[src/rtl/core/assert_macros.svh]
// assertion macros used by the top level of the positional list
`ifndef ASSERT_MACROS_SVH
`define ASSERT_MACROS_SVH

`ifndef SYNTH
`define ASSERT_CLK(label, clk, rst_n, prop, msg) \
    label: assert property (@(posedge clk) disable iff (!rst_n) prop) else $error(msg);
`define ASSERT_NEVER(label, clk, rst_n, expr, msg) \
    label: assert property (@(posedge clk) disable iff (!rst_n) !(expr)) else $error(msg);
`else
`define ASSERT_CLK(label, clk, rst_n, prop, msg)
`define ASSERT_NEVER(label, clk, rst_n, expr, msg)
`endif

`endif

[src/rtl/core/pol_pkg.sv]
// types and codes shared by the positional list modules
`timescale 1ns / 1ps

package pol_pkg;

    typedef enum logic [2:0] {
        OP_INS_FRONT = 3'd0,
        OP_INS_BACK  = 3'd1,
        OP_INS_AT    = 3'd2,
        OP_DEL_FRONT = 3'd3,
        OP_DEL_BACK  = 3'd4,
        OP_DEL_AT    = 3'd5,
        OP_DUMP      = 3'd6
    } t_opcode;

    typedef enum logic [1:0] {
        ST_OK     = 2'd0,
        ST_BADPOS = 2'd1,
        ST_EMPTY  = 2'd2,
        ST_FULL   = 2'd3
    } t_status;

    typedef enum logic [0:0] {
        S_IDLE = 1'b0,
        S_DUMP = 1'b1
    } t_state;

    // controller to datapath
    typedef struct packed {
        logic op_go;
        logic dump_step;
        logic dump_last;
    } t_dp_cmd;

    // datapath to controller
    typedef struct packed {
        logic empty;
    } t_dp_stat;

endpackage

[src/rtl/core/pol_dpath.sv]
// datapath: shifting cell row, element count and result register
`timescale 1ns / 1ps

module pol_dpath import pol_pkg::*; #(
    parameter int CAPACITY   = 16,
    parameter int DATA_WIDTH = 32,
    localparam int UW = $clog2(CAPACITY + 1)
) (
    input  logic          i_clk,
    input  logic          i_rst_n,
    input  t_dp_cmd       i_cmd,
    input  logic [2:0]    i_opcode,
    input  logic [31:0]   i_value,
    input  logic [4:0]    i_position,
    output t_dp_stat      o_stat,
    output logic [UW-1:0] o_used,
    output logic [1:0]    o_status,
    output logic [31:0]   o_element,
    output logic [4:0]    o_count,
    output logic          o_last
);

    localparam int CW = ((UW > 5) ? UW : 5) + 1;

    logic [DATA_WIDTH-1:0] r_cells [CAPACITY];
    logic [DATA_WIDTH-1:0] n_cells [CAPACITY];
    logic [DATA_WIDTH-1:0] prev_c  [CAPACITY];
    logic [DATA_WIDTH-1:0] next_c  [CAPACITY];
    logic [UW-1:0]         r_used, n_used;
    logic [1:0]            r_status;
    logic [31:0]           r_element;
    logic [4:0]            r_count;
    logic                  r_last;

    logic [63:0]           val_w, head_w;
    logic [DATA_WIDTH-1:0] val_d;
    logic [CW-1:0]         pos_c, used_c, idx, cnt_w;
    logic                  full, empty, do_ins, do_del;
    t_status               op_st;

    assign val_w  = 64'(i_value);
    assign val_d  = val_w[DATA_WIDTH-1:0];
    assign head_w = 64'(r_cells[0]);
    assign pos_c  = CW'(i_position);
    assign used_c = CW'(r_used);
    assign full   = (used_c == CW'(CAPACITY));
    assign empty  = (r_used == '0);

    // neighbor taps of each cell
    for (genvar g = 0; g < CAPACITY; g++) begin : g_taps
        if (g == 0) begin : g_first
            assign prev_c[g] = val_d;
        end else begin : g_rest
            assign prev_c[g] = r_cells[g-1];
        end
        if (g == CAPACITY - 1) begin : g_lastc
            assign next_c[g] = r_cells[g];
        end else begin : g_inner
            assign next_c[g] = r_cells[g+1];
        end
    end

    // operation decode and checks
    always_comb begin
        op_st  = ST_OK;
        do_ins = 1'b0;
        do_del = 1'b0;
        idx    = '0;
        case (i_opcode)
            OP_INS_FRONT, OP_INS_BACK: begin
                if (full) begin
                    op_st = ST_FULL;
                end else begin
                    do_ins = 1'b1;
                    idx    = (i_opcode == OP_INS_FRONT) ? '0 : used_c;
                end
            end
            OP_INS_AT: begin
                if (pos_c == '0 || pos_c > used_c + CW'(1)) begin
                    op_st = ST_BADPOS;
                end else if (full) begin
                    op_st = ST_FULL;
                end else begin
                    do_ins = 1'b1;
                    idx    = pos_c - CW'(1);
                end
            end
            OP_DEL_FRONT, OP_DEL_BACK: begin
                if (empty) begin
                    op_st = ST_EMPTY;
                end else begin
                    do_del = 1'b1;
                    idx    = (i_opcode == OP_DEL_FRONT) ? '0 : used_c - CW'(1);
                end
            end
            OP_DEL_AT: begin
                if (empty) begin
                    op_st = ST_EMPTY;
                end else if (pos_c == '0 || pos_c > used_c) begin
                    op_st = ST_BADPOS;
                end else begin
                    do_del = 1'b1;
                    idx    = pos_c - CW'(1);
                end
            end
            OP_DUMP: begin
                if (empty) begin
                    op_st = ST_EMPTY;
                end
            end
            default: begin
                op_st = ST_OK;
            end
        endcase
    end

    // every cell picks itself, a neighbor, the new value or the head
    always_comb begin
        for (int i = 0; i < CAPACITY; i++) begin
            n_cells[i] = r_cells[i];
            if (i_cmd.op_go && do_ins) begin
                if (CW'(i) == idx) begin
                    n_cells[i] = val_d;
                end else if (CW'(i) > idx) begin
                    n_cells[i] = prev_c[i];
                end
            end else if (i_cmd.op_go && do_del) begin
                if (CW'(i) >= idx) begin
                    n_cells[i] = next_c[i];
                end
            end else if (i_cmd.dump_step) begin
                n_cells[i] = (CW'(i + 1) == used_c) ? r_cells[0] : next_c[i];
            end
        end
    end

    always_comb begin
        n_used = r_used;
        if (i_cmd.op_go && do_ins) begin
            n_used = r_used + UW'(1);
        end else if (i_cmd.op_go && do_del) begin
            n_used = r_used - UW'(1);
        end
    end

    assign cnt_w = CW'(n_used);

    always_ff @(posedge i_clk) begin
        r_cells <= n_cells;
    end

    always_ff @(posedge i_clk) begin
        if (!i_rst_n) begin
            r_used <= '0;
        end else begin
            r_used <= n_used;
        end
    end

    always_ff @(posedge i_clk) begin
        if (i_cmd.op_go) begin
            r_status  <= op_st;
            r_element <= '0;
            r_count   <= cnt_w[4:0];
            r_last    <= 1'b1;
        end else if (i_cmd.dump_step) begin
            r_status  <= ST_OK;
            r_element <= head_w[31:0];
            r_count   <= cnt_w[4:0];
            r_last    <= i_cmd.dump_last;
        end
    end

    assign o_stat.empty = empty;
    assign o_used       = r_used;
    assign o_status     = r_status;
    assign o_element    = r_element;
    assign o_count      = r_count;
    assign o_last       = r_last;

endmodule

[src/rtl/core/pol_ctrl.sv]
// controller: handshakes, dump sequencing and result valid
`timescale 1ns / 1ps

module pol_ctrl import pol_pkg::*; #(
    parameter int CAPACITY = 16,
    localparam int UW = $clog2(CAPACITY + 1)
) (
    input  logic          i_clk,
    input  logic          i_rst_n,
    input  logic          i_in_valid,
    output logic          o_in_ready,
    input  logic [2:0]    i_opcode,
    input  t_dp_stat      i_stat,
    input  logic [UW-1:0] i_used,
    output t_dp_cmd       o_cmd,
    output logic          o_out_valid,
    input  logic          i_out_ready
);

    t_state        r_state, n_state;
    logic [UW-1:0] r_left, n_left;
    logic          r_out_valid, n_out_valid;
    logic          out_free;

    assign out_free = !r_out_valid || i_out_ready;

    always_ff @(posedge i_clk) begin
        if (!i_rst_n) begin
            r_state     <= S_IDLE;
            r_left      <= '0;
            r_out_valid <= 1'b0;
        end else begin
            r_state     <= n_state;
            r_left      <= n_left;
            r_out_valid <= n_out_valid;
        end
    end

    always_comb begin
        n_state    = r_state;
        n_left     = r_left;
        o_in_ready = 1'b0;
        o_cmd      = '0;
        case (r_state)
            S_IDLE: begin
                o_in_ready = out_free;
                if (i_in_valid && out_free) begin
                    if (i_opcode == OP_DUMP && !i_stat.empty) begin
                        n_state = S_DUMP;
                        n_left  = i_used;
                    end else begin
                        o_cmd.op_go = 1'b1;
                    end
                end
            end
            S_DUMP: begin
                if (out_free) begin
                    o_cmd.dump_step = 1'b1;
                    o_cmd.dump_last = (r_left == UW'(1));
                    n_left          = r_left - UW'(1);
                    if (r_left == UW'(1)) begin
                        n_state = S_IDLE;
                    end
                end
            end
            default: begin
                n_state = S_IDLE;
            end
        endcase
        if (o_cmd.op_go || o_cmd.dump_step) begin
            n_out_valid = 1'b1;
        end else if (i_out_ready) begin
            n_out_valid = 1'b0;
        end else begin
            n_out_valid = r_out_valid;
        end
    end

    assign o_out_valid = r_out_valid;

endmodule

[src/rtl/core/positional_ordered_list.sv]
// top level of the bounded positional list
`timescale 1ns / 1ps
`include "assert_macros.svh"

// Bounded ordered list of up to CAPACITY values. Each input item is one
// operation: insert at front, back or a 1-based position; delete at front,
// back or a position; or dump. Every operation other than dump returns one
// result item with a status (ok, invalid position, empty, full) and the count
// after the operation, with element zero and last set. A dump streams the
// held elements front to back, marking the final one with last; a dump of an
// empty list returns one item with the empty status. Inserts and deletes
// shift all cells in parallel. A dump first enters the dump sequence, then
// emits one element per step, each read from the single head tap that the
// cell row rotates past; a step waits while the output is held. The
// result sits in an output register, so a new item is accepted while the
// previous result waits, as long as the consumer drains it. Cells hold no
// reset value; only entries below the count are ever shown.
module positional_ordered_list import pol_pkg::*; #(
    parameter int CAPACITY   = 16,
    parameter int DATA_WIDTH = 32
) (
    input  logic        i_clk,
    input  logic        i_rst_n,
    // operation item channel
    input  logic        i_in_valid,
    output logic        o_in_ready,
    input  logic [2:0]  i_opcode,
    input  logic [31:0] i_value,
    input  logic [4:0]  i_position,
    // result item channel
    output logic        o_out_valid,
    input  logic        i_out_ready,
    output logic [1:0]  o_status,
    output logic [31:0] o_element,
    output logic [4:0]  o_count,
    output logic        o_last
);

    localparam int UW = $clog2(CAPACITY + 1);

    t_dp_cmd       cmd;
    t_dp_stat      stat;
    logic [UW-1:0] used;

    // sequencing: accept, dump stepping, output valid
    pol_ctrl #(
        .CAPACITY (CAPACITY)
    ) u_ctrl (
        .i_clk       (i_clk),
        .i_rst_n     (i_rst_n),
        .i_in_valid  (i_in_valid),
        .o_in_ready  (o_in_ready),
        .i_opcode    (i_opcode),
        .i_stat      (stat),
        .i_used      (used),
        .o_cmd       (cmd),
        .o_out_valid (o_out_valid),
        .i_out_ready (i_out_ready)
    );

    // cell row, count and result payload
    pol_dpath #(
        .CAPACITY   (CAPACITY),
        .DATA_WIDTH (DATA_WIDTH)
    ) u_dpath (
        .i_clk      (i_clk),
        .i_rst_n    (i_rst_n),
        .i_cmd      (cmd),
        .i_opcode   (i_opcode),
        .i_value    (i_value),
        .i_position (i_position),
        .o_stat     (stat),
        .o_used     (used),
        .o_status   (o_status),
        .o_element  (o_element),
        .o_count    (o_count),
        .o_last     (o_last)
    );

    // count never runs past the cell row
    `ASSERT_CLK(a_used_bound, i_clk, i_rst_n, used <= UW'(CAPACITY), "count over capacity")
    // a single operation and a dump step never share a cycle
    `ASSERT_NEVER(a_cmd_excl, i_clk, i_rst_n, cmd.op_go && cmd.dump_step, "op with dump step")
    // input is held off while a dump streams
    `ASSERT_NEVER(a_dump_hold, i_clk, i_rst_n, cmd.dump_step && o_in_ready, "ready during dump")
    // a plain operation leaves one final result
    `ASSERT_CLK(a_op_result, i_clk, i_rst_n, cmd.op_go |=> o_out_valid && o_last, "no op result")
    // only dump items carry a non-final result, always with ok status
    `ASSERT_CLK(a_mid, i_clk, i_rst_n, o_out_valid && !o_last |-> o_status == ST_OK, "dump status")

endmodule
[config.mk]
export PLATFORM = sky130hd
export DESIGN_NAME = positional_ordered_list
export DESIGN_NICKNAME = d
export VERILOG_FILES = /design/src/rtl/core/pol_pkg.sv /design/src/rtl/core/pol_dpath.sv /design/src/rtl/core/pol_ctrl.sv /design/src/rtl/core/positional_ordered_list.sv
export VERILOG_INCLUDE_DIRS = /design/src /design/src/rtl/core
export SDC_FILE = /design/constraint.sdc
export NUM_CORES = 2
export LEC_CHECK = 0
export BUFFER_PORTS_ARGS = -buffer_cell sky130_fd_sc_hd__buf_2
export CAP_MARGIN = 20
export CORE_MARGIN = 3
export CORE_UTILIZATION = 29
export DETAILED_ROUTE_END_ITERATION = 16
export GPL_ROUTABILITY_DRIVEN = 0
export GPL_TIMING_DRIVEN = 0
export PLACE_DENSITY = 0.52
export SKIP_CTS_REPAIR_TIMING = 1
export SYNTH_ARGS = -nofsm -noshare
export SYNTH_HDL_FRONTEND = slang
export SYNTH_SLANG_ARGS = --single-unit
export TNS_END_PERCENT = 50
[constraint.sdc]
create_clock -name i_clk -period 10.88 [get_ports i_clk]
set_input_delay 1.632 -clock i_clk [delete_from_list [all_inputs] [get_ports i_clk]]
set_output_delay 1.632 -clock i_clk [all_outputs]
set_load 0.01 [all_outputs]
==> impl_metrics.prom <==
# TYPE chip_impl_metric gauge
chip_impl_metric{name="internal-power",unit="mW"} 4.274
chip_impl_metric{name="design.core.area",unit="µm²"} 112800
chip_impl_metric{name="timing_worst_slew_pin_value",unit="ps"} 1232
chip_impl_metric{name="nets",unit=""} 3499
chip_impl_metric{name="sequential_cell_area",unit="µm²"} 16490
chip_impl_metric{name="synth_mux_area_share",unit="%"} 10.57
chip_impl_metric{name="yosys_warn_count",unit=""} 0
chip_impl_info{name="synth-main-ff-cell",value="sky130_fd_sc_hd__edfxtp_1"} 1
chip_impl_metric{name="fin_max_slew_vios",unit=""} 0
chip_impl_metric{name="power_switching_share",unit="%"} 30.49
chip_impl_info{name="synth_commonest_cells",value="519 x sky130_fd_sc_hd__edfxtp_1, 437 x sky130_fd_sc_hd__nand2_1, 319 x sky130_fd_sc_hd__a21oi_1, 277 x sky130_fd_sc_hd__mux2i_1, 263 x sky130_fd_sc_hd__clkbuf_1"} 1
chip_impl_metric{name="remaining_drc_errors",unit=""} 0
chip_impl_metric{name="cts_buffer_depth",unit=""} 3
chip_impl_metric{name="cts-buffers-inserted",unit=""} 68
chip_impl_metric{name="synth_simple_gate_area_share",unit="%"} 12.78
chip_impl_metric{name="cts_htree_levels",unit=""} 3
chip_impl_metric{name="track_usage",unit="%"} 23.91
chip_impl_info{name="cts_root_buffer",value="sky130_fd_sc_hd__clkbuf_16"} 1
chip_impl_metric{name="seqPwrFrac",unit="%"} 44.6
chip_impl_metric{name="place.detailed.hpwl",unit="mm"} 109.1
chip_impl_metric{name="critPathRequiredTime",unit="ps"} 11240
chip_impl_metric{name="initial_utilization",unit="%"} 29.29
chip_impl_metric{name="timing.reg2reg.setup_slack",unit="ps"} 4200
chip_impl_metric{name="number_of_vias_per_cell",unit=""} 5.953
chip_impl_metric{name="grt_antenna_before_repair",unit=""} 13
chip_impl_info{name="top_layer_used",value="met5"} 1
chip_impl_metric{name="finClkSkew",unit="ps"} 34.41
chip_impl_metric{name="row_count",unit=""} 123
chip_impl_metric{name="m1WireLength",unit="mm"} 60.38
chip_impl_metric{name="fp.dieW",unit="µm"} 343.6
chip_impl_metric{name="io_buffer_count",unit=""} 84
chip_impl_metric{name="ys_types",unit=""} 82
chip_impl_metric{name="fmax",unit="MHz"} 149.7
chip_impl_metric{name="place_ws",unit="ps"} 3928
chip_impl_metric{name="crit_arrival",unit="ps"} 7050
chip_impl_info{name="status",value="finished, final reports clean"} 1
chip_impl_info{name="largest_family_of_logic_cells_by_synthesized_area",value="compound AO/OA/AOI/OAI gates"} 1
chip_impl_metric{name="asyncSetResetFlopFracSynth",unit="%"} 0
chip_impl_metric{name="drt_first_iter_violations",unit=""} 4132
chip_impl_metric{name="synth_area",unit="µm²"} 33050
chip_impl_metric{name="syn_avg_cell_area",unit="µm²"} 10.20
chip_impl_metric{name="final_worst_path_setup_slack",unit="ps"} 4198
chip_impl_metric{name="via_count_of_the_first_global_routing_pass",unit=""} 29267
chip_impl_metric{name="ant_nets",unit=""} 0
chip_impl_metric{name="clkLatencyLatePin",unit="ps"} 640
chip_impl_metric{name="met2WireLength",unit="mm"} 66.01
chip_impl_info{name="synth_area_leaders",value="sky130_fd_sc_hd__edfxtp_1 47%, sky130_fd_sc_hd__mux2i_1 8.4%, sky130_fd_sc_hd__nand2_1 5.0%, sky130_fd_sc_hd__a21oi_1 4.8%, sky130_fd_sc_hd__clkbuf_1 3.0%"} 1
chip_impl_info{name="clock_tree_from_tritoncts",value="done"} 1
chip_impl_metric{name="floorplan.die.height",unit="µm"} 343.6
chip_impl_metric{name="finish.cell_count_without_fillers",unit=""} 4988
chip_impl_info{name="rsz0062_at_grt",value="false"} 1
chip_impl_metric{name="synthesized_area_fraction_occupied_by_ao_oa_aoi_and_oai_cells",unit="%"} 20.70
chip_impl_metric{name="timing.final.hold_violations",unit=""} 0
chip_impl_metric{name="yosys.area_share.xor_xnor",unit="%"} 0.2120
chip_impl_info{name="yosys.cell_count.top_type",value="sky130_fd_sc_hd__edfxtp_1"} 1
chip_impl_metric{name="drive_above_1_share",unit="%"} 13.29
chip_impl_metric{name="p_clk_share",unit="%"} 36.6
chip_impl_metric{name="clk_pin_slew_worst_setup_hold_paths",unit="ps"} 60
chip_impl_metric{name="post_synth_fa_ha_maj_area_fraction",unit="%"} 0.7572
chip_impl_metric{name="max_cap_violations",unit=""} 0
chip_impl_metric{name="n_fill_cell",unit=""} 11506
chip_impl_metric{name="period_minus_slack",unit="ps"} 6682
chip_impl_metric{name="power.density_cell_area",unit="nW/µm²"} 160.5
chip_impl_metric{name="fin_area",unit="µm²"} 38300
chip_impl_metric{name="cts.sink_count",unit=""} 564
chip_impl_info{name="holdCritPathClass",value="reg -> reg"} 1
chip_impl_metric{name="placedCellCount",unit=""} 4861
chip_impl_info{name="crit_type",value="reg -> reg"} 1
chip_impl_metric{name="power_switching",unit="mW"} 1.874
chip_impl_metric{name="final.period_utilization",unit="%"} 61.42
chip_impl_metric{name="peakVddDrop",unit="µV"} 110.1
chip_impl_metric{name="fp.dieArea",unit="µm²"} 118000
chip_impl_metric{name="final_routed_wirelength",unit="mm"} 145.6
chip_impl_metric{name="routed_wire_length_per_instance",unit="µm"} 29.19
chip_impl_metric{name="power_share_of_the_combinational_group",unit="%"} 18.8
chip_impl_metric{name="synth_seq_area_share",unit="%"} 49.89
chip_impl_metric{name="synth_top_area_share",unit="%"} 47.16
chip_impl_metric{name="routed-via-count",unit=""} 29696
chip_impl_metric{name="p_leak",unit="nW"} 13.04
chip_impl_metric{name="design.portCount",unit=""} 86
chip_impl_metric{name="area.growth.synth_to_final",unit="%"} 15.90
chip_impl_metric{name="setup_violations",unit=""} 0
chip_impl_metric{name="synth_fp_nets",unit=""} 3305
chip_impl_metric{name="route.met3.wl",unit="mm"} 14.56
chip_impl_metric{name="grt.overflow.total",unit=""} 0
chip_impl_metric{name="critPathMaxFanout",unit=""} 21
chip_impl_info{name="timing.critical_path.from_type",value="register"} 1
chip_impl_metric{name="worst_slew_margin_relative_to_its_limit",unit="%"} 17.34
chip_impl_metric{name="syn_inst_count",unit=""} 3241
chip_impl_info{name="synth_largest_area_cell",value="sky130_fd_sc_hd__edfxtp_1"} 1
chip_impl_metric{name="multi_input_area",unit="µm²"} 15080
chip_impl_metric{name="synth_edf_count",unit=""} 519
chip_impl_metric{name="grt_pass1_wl",unit="mm"} 206.7
chip_impl_metric{name="drt_pass1_iterations",unit=""} 6
chip_impl_info{name="end_kind",value="register"} 1
chip_impl_metric{name="maximum_number_of_pins_on_one_net_before_global_route_repair",unit=""} 22
chip_impl_metric{name="fin_tns_setup",unit="ps"} 0
chip_impl_metric{name="placed_area",unit="µm²"} 36150
chip_impl_metric{name="ys_seq_elements",unit=""} 564
[cell families (layout without fill, tap and decap cells)]
group	count (synthesis)	count (layout)
other	0	5
flip-flops	564	564
buffers and inverters	402	644
adder cells (fa/ha/maj)	20	20
AND/OR/NAND/NOR	934	934
multiplexers	341	341
AO/OA/AOI/OAI	972	972
XOR/XNOR	8	8
[power groups by stage]
stage / registers [mW] / clock network, mW / logic (mW)
after floorplan: 2.76 / 0 / 0.652
after global placement: 2.81 / 0 / 1.03
after detailed placement: 2.78 / 0 / 1.11
after CTS: 2.74 / 2.26 / 1.12
after global routing: 2.76 / 2.34 / 1.22
final: 2.74 / 2.25 / 1.16
[registers in the layout (all words and copies together), names as in the netlist]
signal	count
u_dpath.head_w	32
u_dpath.o_used	5
u_dpath.next_c	480
u_dpath.o_count	5
u_ctrl.r_state	1
u_ctrl.r_left	5
u_dpath.o_status	2
u_dpath.o_last	1
u_dpath.o_element	32
u_ctrl.o_out_valid	1
[cell usage in the layout (no fill, tap or decap), drive strengths merged, types with 47 or more instances in the layout]
| cell type | instances |
|---|---|
| mux2i | 277 |
| nand2 | 437 |
| a221oi | 128 |
| nor3 | 174 |
| inv | 47 |
| edfxtp | 519 |
| nor2 | 172 |
| clkbuf | 356 |
| a21oi | 320 |
| o21ai | 114 |
| a22oi | 98 |
| a31oi | 69 |
| buf | 216 |
| o31ai | 69 |
| mux2 | 64 |
| nand3 | 53 |
[critical path, stage by stage (launching register included)]
cell                        delay, ps
sky130_fd_sc_hd__dfxtp_1          310
sky130_fd_sc_hd__buf_4            180
sky130_fd_sc_hd__clkbuf_1         490
sky130_fd_sc_hd__and3_1           260
sky130_fd_sc_hd__ha_1             270
sky130_fd_sc_hd__ha_1             320
sky130_fd_sc_hd__nand3_1           90
sky130_fd_sc_hd__o21bai_1         180
sky130_fd_sc_hd__a31oi_1          570
sky130_fd_sc_hd__a2bb2oi_1        530
sky130_fd_sc_hd__buf_2            490
sky130_fd_sc_hd__clkbuf_1         930
sky130_fd_sc_hd__clkbuf_1         680
sky130_fd_sc_hd__clkbuf_1         390
sky130_fd_sc_hd__buf_8            240
sky130_fd_sc_hd__o22ai_4          210
sky130_fd_sc_hd__buf_12           250
[cell type report]
type                    instances  share of cell area [%]
diodes                          5                 0.03267
inverters                      47                  0.4606
well taps                    1500                   4.900
clock buffers                  93                   4.956
repair buffers                124                   2.780
clock inverters                25                  0.5096
multi-input cells            2275                   39.38
flip-flops and latches        564                   43.04
plain buffers                 355                   3.936
[final timing paths]
check	start	to	cells past startpoint
max	u_dpath.o_used[2]$_SDFF_PN0_	u_dpath.next_c[19]$_DFFE_PP_	16
min	u_dpath.o_element[2]$_SDFFE_PP0P_	u_dpath.o_element[2]$_SDFFE_PP0P_	2
max reg2reg	u_dpath.o_used[2]$_SDFF_PN0_	u_dpath.next_c[19]$_DFFE_PP_	16
min reg2reg	u_dpath.o_element[2]$_SDFFE_PP0P_	u_dpath.o_element[2]$_SDFFE_PP0P_	2
[stage by stage]
step / hold slack, ps / power, mW / utilization (%)
finish: 449.9 / 6.148 / 33.95
global route: 468.6 / 6.315 / 33.94
CTS: 453.4 / 6.115 / 33.90
detailed placement: 445.1 / 3.893 / 32.05
global placement: 442.1 / 3.840 / 31.33
floorplan: 480.5 / 3.410 / -
[per-layer routing]
| metal | track usage [%] | vias to the layer above |
|---|---|---|
| li1 | - | 12809 |
| met2 | 38.14 | 1737 |
| met4 | 7.988 | 4 |
| met3 | 6.152 | 308 |
| met1 | 31.49 | 14838 |
| met5 | 0.5310 | - |
Note: power is estimated with default switching activity, not from simulation.
